`src/hw/rtl/hhd_pkg.sv`:
```
// shared types, constants and helpers for the hci h4 uart deframer
`default_nettype none

package hhd_pkg;

   localparam int LENGTH_WIDTH = 16;
   localparam int QUEUE_DEPTH  = 4;
   localparam int QUEUE_AW     = $clog2(QUEUE_DEPTH);

   localparam logic [7:0] TYPE_CMD = 8'h01;
   localparam logic [7:0] TYPE_ACL = 8'h02;
   localparam logic [7:0] TYPE_EVT = 8'h04;

   localparam logic [1:0] KIND_CMD = 2'd0;
   localparam logic [1:0] KIND_ACL = 2'd1;
   localparam logic [1:0] KIND_EVT = 2'd2;

   localparam logic [15:0] MAX_PAYLOAD_RESET = 16'd1024;

   // what one queued run turns into on the result side
   localparam logic [1:0] MODE_REJECT  = 2'd0;
   localparam logic [1:0] MODE_HEADER  = 2'd1;
   localparam logic [1:0] MODE_PAYLOAD = 2'd2;

   typedef struct packed {
      logic [1:0]      mode;
      logic [1:0]      kind;
      logic [2:0]      hdr_len;
      logic            last;
      logic [3:0][7:0] bytes;
   } run_type;

   typedef struct packed {
      logic full;
      logic empty;
   } queue_status_type;

   function automatic logic [7:0] kind_to_byte(input logic [1:0] kind);
      logic [7:0] b;
      unique case (kind)
         KIND_CMD: b = TYPE_CMD;
         KIND_ACL: b = TYPE_ACL;
         KIND_EVT: b = TYPE_EVT;
         default:  b = 8'h00;
      endcase
      return b;
   endfunction

endpackage

`default_nettype wire

```
`src/hw/rtl/hhd_if.sv`:
```
// valid/ready channel interfaces for received bytes and deframed results
`default_nettype none

interface hhd_req_if;
   logic       valid;
   logic       ready;
   logic [7:0] rx_byte;

   modport source (output valid, output rx_byte, input ready);
   modport sink   (input valid, input rx_byte, output ready);
endinterface

interface hhd_rsp_if;
   logic       valid;
   logic       ready;
   logic [7:0] out_byte;
   logic [1:0] frame_kind;
   logic       frame_first;
   logic       frame_last;
   logic       rejected;
   logic       run_last;

   modport source (output valid, output out_byte, output frame_kind, output frame_first,
                   output frame_last, output rejected, output run_last, input ready);
   modport sink   (input valid, input out_byte, input frame_kind, input frame_first,
                   input frame_last, input rejected, input run_last, output ready);
endinterface

`default_nettype wire

```
`src/hw/rtl/hci_h4_uart_deframer_top.sv`:
```
// hci h4 uart deframer: received uart bytes in, framed h4 bytes out
//
// req_chan carries one received byte per transaction. bytes other than the
// command, acl and event type codes are dropped while no frame is open.
// after the header is complete the type byte and the header bytes leave as
// one run of results; each payload byte then leaves on its own. a payload
// length above csr max_payload gives a single rejected result instead.
// rsp_chan carries the results; run_last marks the last one caused by a byte.
// csr_wr_en/csr_wr_data write max_payload (1024 after reset); the user must
// write it only while idle, as the block itself does not enforce this.
// throughput: one byte per cycle in while the run queue is not full; one
// result per cycle out from the emitter while rsp_chan.ready is high; an
// acl header run has five results. a byte's run is written to the run queue
// at the accepting edge; the emitter output register is loaded from it later.
// a four-entry run queue sits between parser and emitter; when the receiver
// stalls the queue fills and req_chan.ready drops until it drains.
// reset clears the parser, the queue and the output valid at once.
`default_nettype none

module hci_h4_uart_deframer_top (
   input  wire logic        clock,
   input  wire logic        reset,
   hhd_req_if.sink          req_chan,
   hhd_rsp_if.source        rsp_chan,
   input  wire logic        csr_wr_en,
   input  wire logic [15:0] csr_wr_data
);
   import hhd_pkg::*;

   logic [15:0]      max_payload_ff;
   logic [15:0]      max_payload_in;
   logic             push;
   logic             pop;
   run_type          push_run;
   run_type          head;
   queue_status_type q_status;

   assign max_payload_in = csr_wr_en ? csr_wr_data : max_payload_ff;

   always_ff @(posedge clock) begin
      if (reset) begin
         max_payload_ff <= MAX_PAYLOAD_RESET;
      end else begin
         max_payload_ff <= max_payload_in;
      end
   end

   hhd_parser u_parser (
      .clock       (clock),
      .reset       (reset),
      .max_payload (max_payload_ff),
      .in_valid    (req_chan.valid),
      .in_ready    (req_chan.ready),
      .in_byte     (req_chan.rx_byte),
      .q_status    (q_status),
      .push        (push),
      .push_run    (push_run)
   );

   hhd_queue u_queue (
      .clock    (clock),
      .reset    (reset),
      .push     (push),
      .push_run (push_run),
      .pop      (pop),
      .head     (head),
      .status   (q_status)
   );

   hhd_emitter u_emitter (
      .clock       (clock),
      .reset       (reset),
      .head        (head),
      .q_status    (q_status),
      .pop         (pop),
      .out_valid   (rsp_chan.valid),
      .out_ready   (rsp_chan.ready),
      .out_byte    (rsp_chan.out_byte),
      .frame_kind  (rsp_chan.frame_kind),
      .frame_first (rsp_chan.frame_first),
      .frame_last  (rsp_chan.frame_last),
      .rejected    (rsp_chan.rejected),
      .run_last    (rsp_chan.run_last)
   );

endmodule

`default_nettype wire

```
`src/hw/rtl/hhd_parser.sv`:
```
// front end: tracks the h4 framing state and queues one run per result-causing byte
`default_nettype none

module hhd_parser (
   input  wire logic                     clock,
   input  wire logic                     reset,
   input  wire logic [15:0]              max_payload,
   input  wire logic                     in_valid,
   output logic                          in_ready,
   input  wire logic [7:0]               in_byte,
   input  wire hhd_pkg::queue_status_type q_status,
   output logic                          push,
   output hhd_pkg::run_type              push_run
);
   import hhd_pkg::*;

   localparam logic [1:0] PH_TYPE = 2'd0;
   localparam logic [1:0] PH_HDR  = 2'd1;
   localparam logic [1:0] PH_PAY  = 2'd2;

   localparam logic [15:0] LEN_MAX = 16'((32'd1 << LENGTH_WIDTH) - 32'd1);

   logic [1:0]              phase_ff, phase_in;
   logic [1:0]              ftype_ff, ftype_in;
   logic [3:0][7:0]         hdr_ff, hdr_in;
   logic [2:0]              hcnt_ff, hcnt_in;
   logic [2:0]              hneed_ff, hneed_in;
   logic [LENGTH_WIDTH-1:0] pneed_ff, pneed_in;
   logic [LENGTH_WIDTH-1:0] pcnt_ff, pcnt_in;

   logic                    accept;
   logic [3:0][7:0]         hdr_next;
   logic [2:0]              hcnt_inc;
   logic [LENGTH_WIDTH-1:0] pcnt_inc;
   logic [15:0]             len;
   logic [15:0]             limit;

   assign in_ready = !q_status.full;
   assign accept   = in_valid && in_ready;
   assign hcnt_inc = hcnt_ff + 3'd1;
   assign pcnt_inc = pcnt_ff + 1'b1;
   assign limit    = (max_payload < LEN_MAX) ? max_payload : LEN_MAX;

   always_comb begin
      hdr_next = hdr_ff;
      hdr_next[hcnt_ff[1:0]] = in_byte;
   end

   // length field, with the byte arriving now already in place
   always_comb begin
      unique case (ftype_ff)
         KIND_EVT: len = {8'h00, hdr_next[1]};
         KIND_ACL: len = {hdr_next[3], hdr_next[2]};
         default:  len = {8'h00, hdr_next[2]};
      endcase
   end

   always_comb begin
      phase_in = phase_ff;
      ftype_in = ftype_ff;
      hdr_in   = hdr_ff;
      hcnt_in  = hcnt_ff;
      hneed_in = hneed_ff;
      pneed_in = pneed_ff;
      pcnt_in  = pcnt_ff;
      push     = 1'b0;
      push_run.mode    = MODE_HEADER;
      push_run.kind    = ftype_ff;
      push_run.hdr_len = hneed_ff;
      push_run.last    = 1'b0;
      push_run.bytes   = hdr_next;

      if (accept) begin
         unique case (phase_ff)
            PH_TYPE: begin
               priority if (in_byte == TYPE_CMD) begin
                  ftype_in = KIND_CMD;
                  hneed_in = 3'd3;
                  hcnt_in  = 3'd0;
                  phase_in = PH_HDR;
               end else if (in_byte == TYPE_ACL) begin
                  ftype_in = KIND_ACL;
                  hneed_in = 3'd4;
                  hcnt_in  = 3'd0;
                  phase_in = PH_HDR;
               end else if (in_byte == TYPE_EVT) begin
                  ftype_in = KIND_EVT;
                  hneed_in = 3'd2;
                  hcnt_in  = 3'd0;
                  phase_in = PH_HDR;
               end else begin
                  phase_in = PH_TYPE;
               end
            end
            PH_HDR: begin
               hdr_in  = hdr_next;
               hcnt_in = hcnt_inc;
               if (hcnt_inc >= hneed_ff) begin
                  push = 1'b1;
                  if (len > limit) begin
                     push_run.mode = MODE_REJECT;
                     phase_in = PH_TYPE;
                     ftype_in = KIND_CMD;
                     hcnt_in  = 3'd0;
                     hneed_in = 3'd0;
                     pneed_in = '0;
                     pcnt_in  = '0;
                  end else if (len == 16'd0) begin
                     push_run.last = 1'b1;
                     phase_in = PH_TYPE;
                     ftype_in = KIND_CMD;
                     hcnt_in  = 3'd0;
                     hneed_in = 3'd0;
                     pneed_in = '0;
                     pcnt_in  = '0;
                  end else begin
                     pneed_in = len[LENGTH_WIDTH-1:0];
                     pcnt_in  = '0;
                     phase_in = PH_PAY;
                  end
               end
            end
            PH_PAY: begin
               push             = 1'b1;
               push_run.mode    = MODE_PAYLOAD;
               push_run.bytes   = {24'h000000, in_byte};
               push_run.last    = (pcnt_inc == pneed_ff);
               pcnt_in          = pcnt_inc;
               if (pcnt_inc == pneed_ff) begin
                  phase_in = PH_TYPE;
                  ftype_in = KIND_CMD;
                  hcnt_in  = 3'd0;
                  hneed_in = 3'd0;
                  pneed_in = '0;
                  pcnt_in  = '0;
               end
            end
            default: begin
               phase_in = PH_TYPE;
               ftype_in = KIND_CMD;
               hcnt_in  = 3'd0;
               hneed_in = 3'd0;
               pneed_in = '0;
               pcnt_in  = '0;
            end
         endcase
      end
   end

   always_ff @(posedge clock) begin
      if (reset) begin
         phase_ff <= PH_TYPE;
         ftype_ff <= KIND_CMD;
         hcnt_ff  <= 3'd0;
         hneed_ff <= 3'd0;
         pneed_ff <= '0;
         pcnt_ff  <= '0;
      end else begin
         phase_ff <= phase_in;
         ftype_ff <= ftype_in;
         hcnt_ff  <= hcnt_in;
         hneed_ff <= hneed_in;
         pneed_ff <= pneed_in;
         pcnt_ff  <= pcnt_in;
      end
   end

   always_ff @(posedge clock) begin
      hdr_ff <= hdr_in;
   end

endmodule

`default_nettype wire

```
`src/hw/rtl/hhd_queue.sv`:
```
// small fifo of pending runs between the parser and the emitter
`default_nettype none

module hhd_queue (
   input  wire logic                 clock,
   input  wire logic                 reset,
   input  wire logic                 push,
   input  wire hhd_pkg::run_type     push_run,
   input  wire logic                 pop,
   output hhd_pkg::run_type          head,
   output hhd_pkg::queue_status_type status
);
   import hhd_pkg::*;

   run_type               mem_ff [QUEUE_DEPTH];
   logic [QUEUE_AW-1:0]   wr_ptr_ff, wr_ptr_in;
   logic [QUEUE_AW-1:0]   rd_ptr_ff, rd_ptr_in;
   logic [QUEUE_AW:0]     count_ff, count_in;
   logic                  do_push;
   logic                  do_pop;

   assign status.full  = (count_ff == (QUEUE_AW+1)'(QUEUE_DEPTH));
   assign status.empty = (count_ff == '0);
   assign do_push      = push && !status.full;
   assign do_pop       = pop && !status.empty;
   assign head         = mem_ff[rd_ptr_ff];

   always_comb begin
      wr_ptr_in = do_push ? wr_ptr_ff + 1'b1 : wr_ptr_ff;
      rd_ptr_in = do_pop  ? rd_ptr_ff + 1'b1 : rd_ptr_ff;
      count_in  = count_ff;
      unique case ({do_push, do_pop})
         2'b10:   count_in = count_ff + 1'b1;
         2'b01:   count_in = count_ff - 1'b1;
         default: count_in = count_ff;
      endcase
   end

   always_ff @(posedge clock) begin
      if (reset) begin
         wr_ptr_ff <= '0;
         rd_ptr_ff <= '0;
         count_ff  <= '0;
      end else begin
         wr_ptr_ff <= wr_ptr_in;
         rd_ptr_ff <= rd_ptr_in;
         count_ff  <= count_in;
      end
   end

   always_ff @(posedge clock) begin
      if (do_push) begin
         mem_ff[wr_ptr_ff] <= push_run;
      end
   end

endmodule

`default_nettype wire

```
`src/hw/rtl/hhd_emitter.sv`:
```
// back end: unrolls each queued run into result transactions, one per cycle while the output is not stalled
`default_nettype none

module hhd_emitter (
   input  wire logic                     clock,
   input  wire logic                     reset,
   input  wire hhd_pkg::run_type         head,
   input  wire hhd_pkg::queue_status_type q_status,
   output logic                          pop,
   output logic                          out_valid,
   input  wire logic                     out_ready,
   output logic [7:0]                    out_byte,
   output logic [1:0]                    frame_kind,
   output logic                          frame_first,
   output logic                          frame_last,
   output logic                          rejected,
   output logic                          run_last
);
   import hhd_pkg::*;

   logic       valid_ff, valid_in;
   logic [2:0] idx_ff, idx_in;
   logic [7:0] byte_ff, byte_in;
   logic [1:0] kind_ff, kind_in;
   logic       first_ff, first_in;
   logic       last_ff, last_in;
   logic       rej_ff, rej_in;
   logic       rlast_ff, rlast_in;

   logic       load;
   logic       emit;
   logic       done;
   logic [1:0] sel;

   assign load = !valid_ff || out_ready;
   assign sel  = 2'(idx_ff - 3'd1);

   always_comb begin
      emit     = 1'b0;
      done     = 1'b0;
      byte_in  = byte_ff;
      kind_in  = head.kind;
      first_in = 1'b0;
      last_in  = 1'b0;
      rej_in   = 1'b0;
      rlast_in = 1'b0;
      unique case (head.mode)
         MODE_REJECT: begin
            emit     = 1'b1;
            done     = 1'b1;
            byte_in  = 8'h00;
            rej_in   = 1'b1;
            rlast_in = 1'b1;
         end
         MODE_PAYLOAD: begin
            emit     = 1'b1;
            done     = 1'b1;
            byte_in  = head.bytes[0];
            last_in  = head.last;
            rlast_in = 1'b1;
         end
         MODE_HEADER: begin
            emit = 1'b1;
            if (idx_ff == 3'd0) begin
               byte_in  = kind_to_byte(head.kind);
               first_in = 1'b1;
            end else begin
               byte_in  = head.bytes[sel];
               done     = (idx_ff == head.hdr_len);
               last_in  = done && head.last;
               rlast_in = done;
            end
         end
         default: begin
            done = 1'b1;
         end
      endcase
   end

   always_comb begin
      pop      = 1'b0;
      idx_in   = idx_ff;
      valid_in = valid_ff;
      if (load) begin
         valid_in = 1'b0;
         if (!q_status.empty) begin
            valid_in = emit;
            pop      = done;
            idx_in   = done ? 3'd0 : idx_ff + 3'd1;
         end
      end
   end

   always_ff @(posedge clock) begin
      if (reset) begin
         valid_ff <= 1'b0;
         idx_ff   <= 3'd0;
      end else begin
         valid_ff <= valid_in;
         idx_ff   <= idx_in;
      end
   end

   always_ff @(posedge clock) begin
      if (load) begin
         byte_ff  <= byte_in;
         kind_ff  <= kind_in;
         first_ff <= first_in;
         last_ff  <= last_in;
         rej_ff   <= rej_in;
         rlast_ff <= rlast_in;
      end
   end

   assign out_valid   = valid_ff;
   assign out_byte    = byte_ff;
   assign frame_kind  = kind_ff;
   assign frame_first = first_ff;
   assign frame_last  = last_ff;
   assign rejected    = rej_ff;
   assign run_last    = rlast_ff;

endmodule

`default_nettype wire

```
`src/flat_wrapper.sv`:
```
// flat-port wrapper written by rule: the top's interface ports become plain ports
module hci_h4_uart_deframer_top_flat import hhd_pkg::*;
  (clock, reset, csr_wr_en, csr_wr_data, req_chan_valid, req_chan_rx_byte, req_chan_ready, rsp_chan_valid, rsp_chan_out_byte, rsp_chan_frame_kind, rsp_chan_frame_first, rsp_chan_frame_last, rsp_chan_rejected, rsp_chan_run_last, rsp_chan_ready);
  hhd_req_if req_chan_i ();
  hhd_rsp_if rsp_chan_i ();
  input  wire logic clock;
  input  wire logic reset;
  input  wire logic csr_wr_en;
  input  wire logic [15:0] csr_wr_data;
  input wire logic [$bits(req_chan_i.valid)-1:0] req_chan_valid;
  input wire logic [$bits(req_chan_i.rx_byte)-1:0] req_chan_rx_byte;
  output wire logic [$bits(req_chan_i.ready)-1:0] req_chan_ready;
  output wire logic [$bits(rsp_chan_i.valid)-1:0] rsp_chan_valid;
  output wire logic [$bits(rsp_chan_i.out_byte)-1:0] rsp_chan_out_byte;
  output wire logic [$bits(rsp_chan_i.frame_kind)-1:0] rsp_chan_frame_kind;
  output wire logic [$bits(rsp_chan_i.frame_first)-1:0] rsp_chan_frame_first;
  output wire logic [$bits(rsp_chan_i.frame_last)-1:0] rsp_chan_frame_last;
  output wire logic [$bits(rsp_chan_i.rejected)-1:0] rsp_chan_rejected;
  output wire logic [$bits(rsp_chan_i.run_last)-1:0] rsp_chan_run_last;
  input wire logic [$bits(rsp_chan_i.ready)-1:0] rsp_chan_ready;
  assign req_chan_i.valid = req_chan_valid;
  assign req_chan_i.rx_byte = req_chan_rx_byte;
  assign req_chan_ready = req_chan_i.ready;
  assign rsp_chan_valid = rsp_chan_i.valid;
  assign rsp_chan_out_byte = rsp_chan_i.out_byte;
  assign rsp_chan_frame_kind = rsp_chan_i.frame_kind;
  assign rsp_chan_frame_first = rsp_chan_i.frame_first;
  assign rsp_chan_frame_last = rsp_chan_i.frame_last;
  assign rsp_chan_rejected = rsp_chan_i.rejected;
  assign rsp_chan_run_last = rsp_chan_i.run_last;
  assign rsp_chan_i.ready = rsp_chan_ready;
  hci_h4_uart_deframer_top u_core (.clock(clock), .reset(reset), .req_chan(req_chan_i), .rsp_chan(rsp_chan_i), .csr_wr_en(csr_wr_en), .csr_wr_data(csr_wr_data));
endmodule
```
`config.mk`:
```
export PLATFORM = sky130hd
export DESIGN_NAME = hci_h4_uart_deframer_top_flat
export DESIGN_NICKNAME = d
export VERILOG_FILES = /design/src/hw/rtl/hhd_pkg.sv /design/src/hw/rtl/hhd_if.sv /design/src/hw/rtl/hci_h4_uart_deframer_top.sv /design/src/hw/rtl/hhd_parser.sv /design/src/hw/rtl/hhd_queue.sv /design/src/hw/rtl/hhd_emitter.sv /design/src/flat_wrapper.sv
export SDC_FILE = /design/constraint.sdc
export NUM_CORES = 1
export LEC_CHECK = 0
export BUFFER_PORTS_ARGS = -buffer_cell sky130_fd_sc_hd__buf_2
export CAP_MARGIN = 30
export CORE_ASPECT_RATIO = 0.5
export CORE_MARGIN = 1.5
export CORE_UTILIZATION = 60
export CTS_CLUSTER_SIZE = 24
export DETAILED_ROUTE_END_ITERATION = 6
export HOLD_SLACK_MARGIN = 0.08
export PLACE_DENSITY = 0.86
export SLEW_MARGIN = 20
export SYNTH_ARGS = -nofsm -noshare
export SYNTH_HDL_FRONTEND = slang
export SYNTH_SLANG_ARGS = --single-unit
```
`constraint.sdc`:
```
create_clock -name clock -period 5 [get_ports clock]
set_clock_uncertainty 0.15 [all_clocks]
set_input_delay 1 -clock clock [delete_from_list [all_inputs] [get_ports clock]]
set_output_delay 1 -clock clock [all_outputs]
set_load 0.005 [all_outputs]
```
After elaboration in Yosys (flattened, before gate mapping)
Memories as Yosys holds them, arrays and structs flattened. A register that Yosys moved wholly into a read port is not among the register bits.
Index checks and enable logic that the tools add are counted.
{"block": "word_totals", "wordCells": 164, "output_inout_bits": 16, "reg_bits": 115, "mem_count": 1, "ramBits": 160}
{"block": "classes", "add_sub_neg": 8, "magnitude_cmp": 6, "reduce_logical": 27, "n_bitwise": 2, "mux": 78, "n_eq_ne": 20}
{"memory": "u_core.u_queue.mem_ff", "words": 4, "word_bits": 40, "read_ports": 1, "rd_clocked_by_memory_dff": 1, "write_ports": 1, "line": "hhd_queue.sv:15", "source": "run_type mem_ff [QUEUE_DEPTH];"}
{"operator": "2-to-1 mux 16 bit", "n": 7}
{"operator": "case mux 16 bit (3 select lines)", "n": 2}
{"operator": "2-to-1 mux 3 bit", "n": 14}
{"operator": "2-to-1 mux 33 bit", "n": 1}
{"operator": "bitwise mux 32 bit", "n": 1}
{"operator": "2-to-1 mux 32 bit", "n": 1}
{"operator": "case mux 16 bit (2 select lines)", "n": 1}
{"operator": "case mux 3 bit (3 select lines)", "n": 3}
{"operator": "2-to-1 mux 2 bit", "n": 13}
{"operator": "2-to-1 mux 8 bit", "n": 3}
{"operator": "case mux 8 bit (3 select lines)", "n": 1}
{"operator": "2-to-1 mux 1 bit", "n": 21}
{"operator": "adder 16 x 1 -> 16 bit, second input constant", "n": 1}
{"operator": "binary-select mux 8 bit (select 2 bit)", "n": 1}
{"operator": "demux 8 bit (select 2 bit)", "n": 1}
{"operator": "== test 16 bit", "n": 1}
{"operator": "> comparator 16 bit", "n": 1}
{"operator": "logical NOT 16 bit", "n": 1}
{"operator": "< comparator 16 bit, second input constant", "n": 1}
{"operator": "case mux 2 bit (3 select lines)", "n": 2}
{"operator": "== test 2 x 1 -> 1 bit, second input constant", "n": 5}
{"operator": "== test 2 bit, second input constant", "n": 5}
{"operator": "adder 3 x 1 -> 3 bit, second input constant", "n": 3}
{"operator": "AND reduction 3 bit", "n": 3}
{"operator": "30 further kinds", "n": 48}

Depth between registers and ports, before layout
{"block": "logic_depth", "word_depth": 12, "mapped_depth": 15, "mapped_depth_nobuf": 14}

Hierarchy
Synthesis repeated with hierarchy kept, for this count alone.
{"block": "hier_totals", "cells_unflattened": 966, "area_unflattened_um2": 12976.2}
{"module": "hhd_queue", "n_inst": 1, "cells_per_inst": 263, "seq_area_each_um2": 4984.8, "area_each_um2": 6304.8}
{"module": "hhd_parser", "n_inst": 1, "cells_per_inst": 559, "seq_area_each_um2": 1781.7, "area_each_um2": 4967.3}
{"module": "hhd_emitter", "n_inst": 1, "cells_per_inst": 92, "seq_area_each_um2": 500.5, "area_each_um2": 1122.3}
{"module": "hci_h4_uart_deframer_top", "n_inst": 1, "cells_per_inst": 52, "seq_area_each_um2": 320.3, "area_each_um2": 581.8}

Worst setup path before layout
Ideal clock, no wire load.
{"block": "synth_path", "kind": "input -> register", "from": "in req_chan_rx_byte[1]", "to": "reg u_core.u_parser.ftype_ff[1]", "path_buffers": 1, "arrival_ns": 3.952, "stages": 11, "slack_ns": 0.777, "setup_ns": 0.121, "path_cell_list": "clkbuf_1 -> mux2i_1 -> o22ai_1 -> ha_1 -> nor2b_1 -> o211ai_1 -> a21oi_1 -> o311a_1 -> nor4_1 -> or3_4 -> mux2_4"}
{"block": "synth_via", "elab_chain_len": 6}
{"item": "start: declaration", "line": "flat_wrapper.sv:11", "source": "input wire logic [$bits(req_chan_i.rx_byte)-1:0] req_chan_rx_byte;"}
{"item": "bitwise mux 32 bit", "line": "hhd_parser.sv:46", "source": "hdr_next[hcnt_ff[1:0]] = in_byte;"}
{"item": "case mux 16 bit (2 select lines)", "line": "hhd_parser.sv:51", "source": "unique case (ftype_ff)"}
{"item": "> comparator 16 bit", "line": "hhd_parser.sv:100", "source": "if (len > limit) begin"}
{"item": "2-to-1 mux 2 bit", "line": "hhd_parser.sv:100"}
{"item": "2-to-1 mux 2 bit", "line": "hhd_parser.sv:98", "source": "if (hcnt_inc >= hneed_ff) begin"}
{"item": "case mux 2 bit (3 select lines)", "line": "hhd_parser.sv:74", "source": "unique case (phase_ff)"}
{"item": "end signal: assignment", "line": "hhd_parser.sv:160", "source": "ftype_ff <= ftype_in;"}
{"item": "end: declaration", "line": "hhd_parser.sv:24", "source": "logic [1:0] ftype_ff, ftype_in;"}
Parallel ways exist; a longest one is shown, timed or not. The select of a mux whose other input is x is not followed.
A chain may end at the register's enable or synchronous reset.

Worst setup path after layout
{"block": "layout_path", "from": "reg u_core.u_parser.hcnt_ff[0]", "to": "reg u_core.u_parser.hcnt_ff[0]"}
{"block": "layout_via", "elab_chain_len": 11}
{"item": "start: declaration", "line": "hhd_parser.sv:26", "source": "logic [2:0] hcnt_ff, hcnt_in;"}
{"item": "start signal: assignment", "line": "hhd_parser.sv:161", "source": "hcnt_ff <= hcnt_in;"}
{"item": "parallel branches: the longest is 9 deep, another holds > comparator 16 bit"}
{"item": "2-to-1 mux 3 bit *", "line": "hhd_parser.sv:98"}
{"item": "case mux 3 bit (3 select lines) *", "line": "hhd_parser.sv:74"}
Mark *: on every way between the ends.

==> metrics.txt <==
# TYPE chip_impl_metric gauge
chip_impl_metric{name="rrSetupSlack",unit="ps"} 450
chip_impl_info{name="clk_root_buffer_cell",value="clkbuf_16"} 1
chip_impl_info{name="grt_setup_unrepaired",value="no"} 1
chip_impl_metric{name="cts.path.max_buffers",unit=""} 3
chip_impl_metric{name="grt_antenna_before_repair",unit=""} 0
chip_impl_info{name="critical_path_capture_point_type",value="flip-flop"} 1
chip_impl_info{name="biggest_area_consumer_among_synthesized_cells",value="edfxtp_1"} 1
chip_impl_metric{name="count_of_flip_flops_with_a_built_in_enable_after_synthesis",unit=""} 202
chip_impl_metric{name="areaGrowthSynthToFinish",unit="%"} 9.50
chip_impl_metric{name="h_tree_levels",unit=""} 1
chip_impl_metric{name="coreArea",unit="mm^2"} 0.0208
chip_impl_metric{name="vias",unit=""} 8700
chip_impl_metric{name="synth_seq_cells",unit=""} 272
chip_impl_metric{name="critical_path_required",unit="ps"} 5310
chip_impl_metric{name="io_buffers",unit=""} 44
chip_impl_metric{name="initial_core_util",unit=""} 0.621
chip_impl_metric{name="grt_max_degree",unit=""} 70
chip_impl_metric{name="largest_vdd_supply_drop",unit="mV"} 0.197
chip_impl_metric{name="setup_ws",unit="ps"} 454
chip_impl_metric{name="worstPathMaxFanout",unit=""} 14
chip_impl_metric{name="sw_frac_of_total",unit=""} 0.223
chip_impl_metric{name="place_ws",unit="ps"} 589
chip_impl_metric{name="netlist-cell-type-count",unit=""} 73
chip_impl_metric{name="hold-path-cell-count",unit=""} 2
chip_impl_metric{name="grt_overflow_total",unit=""} 0
chip_impl_metric{name="final_weighted_congestion_in_routability_driven_placement",unit=""} 0.928
chip_impl_metric{name="synthesis.instances",unit=""} 1006
chip_impl_info{name="beginning_of_the_worst_hold_path",value="u_core.u_parser.pcnt_ff[15]$_SDFFE_PP0P_"} 1
chip_impl_metric{name="power.share.sequential",unit=""} 0.546
chip_impl_metric{name="synth_area_per_cell",unit="um^2"} 12.9
chip_impl_metric{name="synth_warnings",unit=""} 0
chip_impl_metric{name="seq_area_frac_synth",unit=""} 0.577
chip_impl_metric{name="design.die.area",unit="mm^2"} 0.0225
chip_impl_metric{name="hold_violations",unit=""} 0
chip_impl_metric{name="nFillCells",unit=""} 1379
chip_impl_metric{name="layoutNonFillerInstCount",unit=""} 1325
chip_impl_metric{name="number_of_buffers_added_by_the_clock_tree_synthesis_step",unit=""} 24
chip_impl_info{name="run_status",value="completed"} 1
chip_impl_metric{name="setup-tns-final",unit="ps"} 0
chip_impl_metric{name="leakage",unit="nW"} 4.92
chip_impl_metric{name="avgRoutedWirePerCell",unit="um"} 23.9
chip_impl_metric{name="clk_latency",unit="ps"} 530
chip_impl_metric{name="io_pins",unit=""} 45
chip_impl_metric{name="min_period",unit="ps"} 4550
chip_impl_info{name="regToRegEndpoint",value="u_core.u_parser.hcnt_ff[0]$_SDFFE_PP0P_"} 1
chip_impl_metric{name="drtIter0Drc",unit=""} 903
chip_impl_metric{name="insertedDiodeCount",unit=""} 0
chip_impl_metric{name="antenna_left",unit=""} 0
chip_impl_metric{name="final_max_slew_viol_count",unit=""} 0
chip_impl_metric{name="slew_headroom",unit=""} 0.310
chip_impl_metric{name="post_route_cells_drive_above_1_share",unit=""} 0.173
chip_impl_metric{name="post_cts_hold_buffer_count",unit=""} 0
chip_impl_metric{name="power_frac_clock",unit=""} 0.387
chip_impl_metric{name="syn_nets",unit=""} 1076
chip_impl_metric{name="cellPowerDensity",unit="mW/mm^2"} 321
chip_impl_metric{name="clock-sinks",unit=""} 272
chip_impl_info{name="clock_tree_from_tritoncts",value="built"} 1
chip_impl_metric{name="finish.net_count",unit=""} 1104
chip_impl_info{name="timing_worst_setup_path_type",value="reg -> reg"} 1
chip_impl_metric{name="period_share",unit=""} 0.909
chip_impl_metric{name="rows",unit=""} 37
chip_impl_metric{name="postSynth.asyncResetShare",unit=""} 0
chip_impl_metric{name="tightestPinTransition",unit="ps"} 1020
chip_impl_metric{name="synth.top_cell.area_share",unit=""} 0.469
chip_impl_info{name="synth_area_leaders",value="edfxtp_1 (47%), dfxtp_1 (11%), mux4_2 (8.0%)"} 1
chip_impl_metric{name="critPathArrivalTime",unit="ps"} 4860
chip_impl_metric{name="internal_power_summed_over_all_cells",unit="W"} 0.00354
chip_impl_metric{name="setup_viol_count_final",unit=""} 0
chip_impl_metric{name="post_cts_resize_count",unit=""} 0
chip_impl_info{name="reg2reg_from",value="u_core.u_parser.hcnt_ff[0]$_SDFFE_PP0P_"} 1
chip_impl_metric{name="wl",unit="um"} 31700
chip_impl_metric{name="postcts_setup_bufs",unit=""} 0
chip_impl_metric{name="post-route-drc-count",unit=""} 0
chip_impl_info{name="hold_class",value="reg -> reg"} 1
chip_impl_metric{name="floorplan.die.width",unit="um"} 211
chip_impl_metric{name="number_of_global_route_vias_before_repair",unit=""} 8472
chip_impl_metric{name="die_h",unit="um"} 107
chip_impl_metric{name="rr_worst_depth",unit=""} 11
chip_impl_metric{name="p_switching",unit="W"} 0.00102
chip_impl_metric{name="comb_power_share",unit=""} 0.066
chip_impl_info{name="ys_dominant_reg_cell",value="edfxtp_1"} 1
chip_impl_metric{name="post_drt_via_cell_ratio",unit=""} 6.57
chip_impl_metric{name="initial_drt_pass_iterations",unit=""} 6
chip_impl_metric{name="grt_first_pass_wirelength",unit="um"} 48100
chip_impl_info{name="whs_endpoint",value="u_core.u_parser.pcnt_ff[15]$_SDFFE_PP0P_"} 1
chip_impl_metric{name="groute.usage.overall",unit=""} 0.284
chip_impl_metric{name="report.power.total",unit="W"} 0.00455
chip_impl_metric{name="synthesis.area",unit="mm^2"} 0.0129
chip_impl_metric{name="max_freq",unit="GHz"} 0.220
chip_impl_metric{name="cell_total_after_placement",unit=""} 1281
chip_impl_metric{name="max-cap-violations",unit=""} 0
chip_impl_metric{name="path_clk_slew",unit="ps"} 70
chip_impl_metric{name="estimated_wirelength_of_the_detail_placed_design",unit="um"} 21300
chip_impl_info{name="crit_path_start_kind",value="flip-flop"} 1
[power groups by stage]
stage | combinational [W] | sequential [W] | clock, W
5_1_grt | 0.000325 | 0.00249 | 0.00185
6_report | 0.000301 | 0.00249 | 0.00176
3_3_place_gp | 0.000281 | 0.00253 | 0
2_1_floorplan | 0.000169 | 0.00254 | 0
4_1_cts | 0.000300 | 0.00249 | 0.00177
3_5_place_dp | 0.000295 | 0.00254 | 0
[per-stage QoR]
stage / hold slack (ps) / area [um^2] / utilization
2_1_floorplan: 304 / 12900 / -
3_3_place_gp: 322 / 13300 / 0.640
3_5_place_dp: 339 / 13400 / 0.645
4_1_cts: 350 / 14200 / 0.680
5_1_grt: 360 / 14200 / 0.680
6_report: 351 / 14200 / 0.680
[sequential cells by signal, indices dropped and copies added (netlist names), named ones only]
| register | count |
|---|---|
| u_core.u_queue.rd_ptr_ff | 2 |
| u_core.u_emitter.out_valid | 1 |
| u_core.u_parser.hdr_ff | 32 |
| u_core.u_queue.mem_ff | 156 |
| u_core.u_parser.phase_ff | 2 |
| u_core.u_emitter.run_last | 1 |
| u_core.u_emitter.out_byte | 8 |
| u_core.u_parser.ftype_ff | 2 |
| u_core.u_parser.hcnt_ff | 3 |
| u_core.u_queue.count_ff | 3 |
| u_core.max_payload_ff | 16 |
| u_core.u_parser.pcnt_ff | 16 |
| u_core.u_emitter.frame_last | 1 |
| u_core.u_emitter.idx_ff | 3 |
| u_core.u_emitter.frame_kind | 2 |
| u_core.u_emitter.frame_first | 1 |
| u_core.u_emitter.rejected | 1 |
| u_core.u_parser.pneed_ff | 16 |
| u_core.u_parser.hneed_ff | 2 |
| u_core.u_queue.wr_ptr_ff | 2 |
[worst max path at each step]
stage	start	endpoint	slack, ps	cells past startpoint
2_1_floorplan	req_chan_rx_byte[1]	u_core.u_parser.ftype_ff[1]$_SDFFE_PP0P_	780	11
3_3_place_gp	req_chan_rx_byte[1]	u_core.u_parser.hcnt_ff[0]$_SDFFE_PP0P_	580	11
3_5_place_dp	req_chan_rx_byte[1]	u_core.u_parser.hcnt_ff[0]$_SDFFE_PP0P_	590	11
4_1_cts	u_core.u_parser.hcnt_ff[0]$_SDFFE_PP0P_	u_core.u_parser.hcnt_ff[0]$_SDFFE_PP0P_	560	11
5_1_grt	u_core.u_parser.hcnt_ff[0]$_SDFFE_PP0P_	u_core.u_parser.hcnt_ff[0]$_SDFFE_PP0P_	240	11
6_report	u_core.u_parser.hcnt_ff[0]$_SDFFE_PP0P_	u_core.u_parser.hcnt_ff[0]$_SDFFE_PP0P_	450	11
[cell type report]
class,instances,area (um^2),area share
clock buffers,35,672,0.0474
clock inverters,9,62.6,0.00442
inverters,68,255,0.0180
multi-input cells,606,4950,0.350
flip-flops and latches,272,7470,0.527
well taps,273,342,0.0241
repair buffers,62,413,0.0291
[logic make-up (layout without fill, tap and decap cells)]
family | Yosys count | count (layout) | synth area share
xor gates and xnor gates | 27 | 27 | 0.0183
and+or+nand+nor | 291 | 291 | 0.118
DFF | 272 | 272 | 0.577
buffers and inverters | 128 | 174 | 0.0403
muxes | 114 | 114 | 0.135
AOI/OAI and AO/OA | 133 | 133 | 0.0709
adders and majority gates | 41 | 41 | 0.0402
[layout by cell type, fill, tap and decap left out, types with 16 or more instances in the layout]
| master | synthesis | final |
|---|---|---|
| inv_1 | 68 | 68 |
| mux4_2 | 46 | 46 |
| dfxtp_1 | 70 | 69 |
| mux2_2 | 24 | 24 |
| a21oi_1 | 27 | 27 |
| nand2_1 | 48 | 48 |
| nand3_1 | 22 | 22 |
| xnor2_1 | 17 | 17 |
| clkbuf_16 | 0 | 24 |
| nor2b_1 | 32 | 32 |
| nor4_1 | 25 | 25 |
| ha_1 | 40 | 40 |
| mux2i_1 | 43 | 43 |
| nor2_1 | 76 | 76 |
| nor3_1 | 16 | 16 |
| edfxtp_1 | 202 | 202 |
| o21ai_0 | 31 | 31 |
| buf_2 | 9 | 44 |
[routing by layer]
metal	global-route usage	share of wire	wire length (um)	vias to the layer above
li1	-	-	-	3837
met2	0.470	0.47	14800	513
met3	0.0729	0.11	3410	81
met4	0.0903	0.033	1040	0
met5	0	0	0	-
met1	0.373	0.39	12500	4269
[cells in the mapped netlist, drive strengths merged, types with 5 or more instances]
master,number
mux4,46
and2,8
xor2,10
xnor2,17
nand4,14
o22ai,8
nor2b,32
nand2b,5
mux2i,43
edfxtp,202
nor4,25
or4,6
buf,25
nand3,22
clkbuf,35
o31ai,7
a21oi,27
a22oi,5
nand2,49
mux2,25
nor3,16
nor2,76
inv,68
ha,40
and3,16
dfxtp,70
o211ai,7
or3,5
o21ai,31
[worst max-delay path, stage by stage, from the launching register on]
cell      delay, ps
dfxtp_1         450
ha_1            650
mux2i_1         610
nor2b_1         130
ha_1            340
a21oi_1         150
o21ai_0         100
a221oi_1        270
a21oi_1         120
or4_1           790
a2111o_1        540
o22ai_1         160
Power figures use the tool's default switching activity.
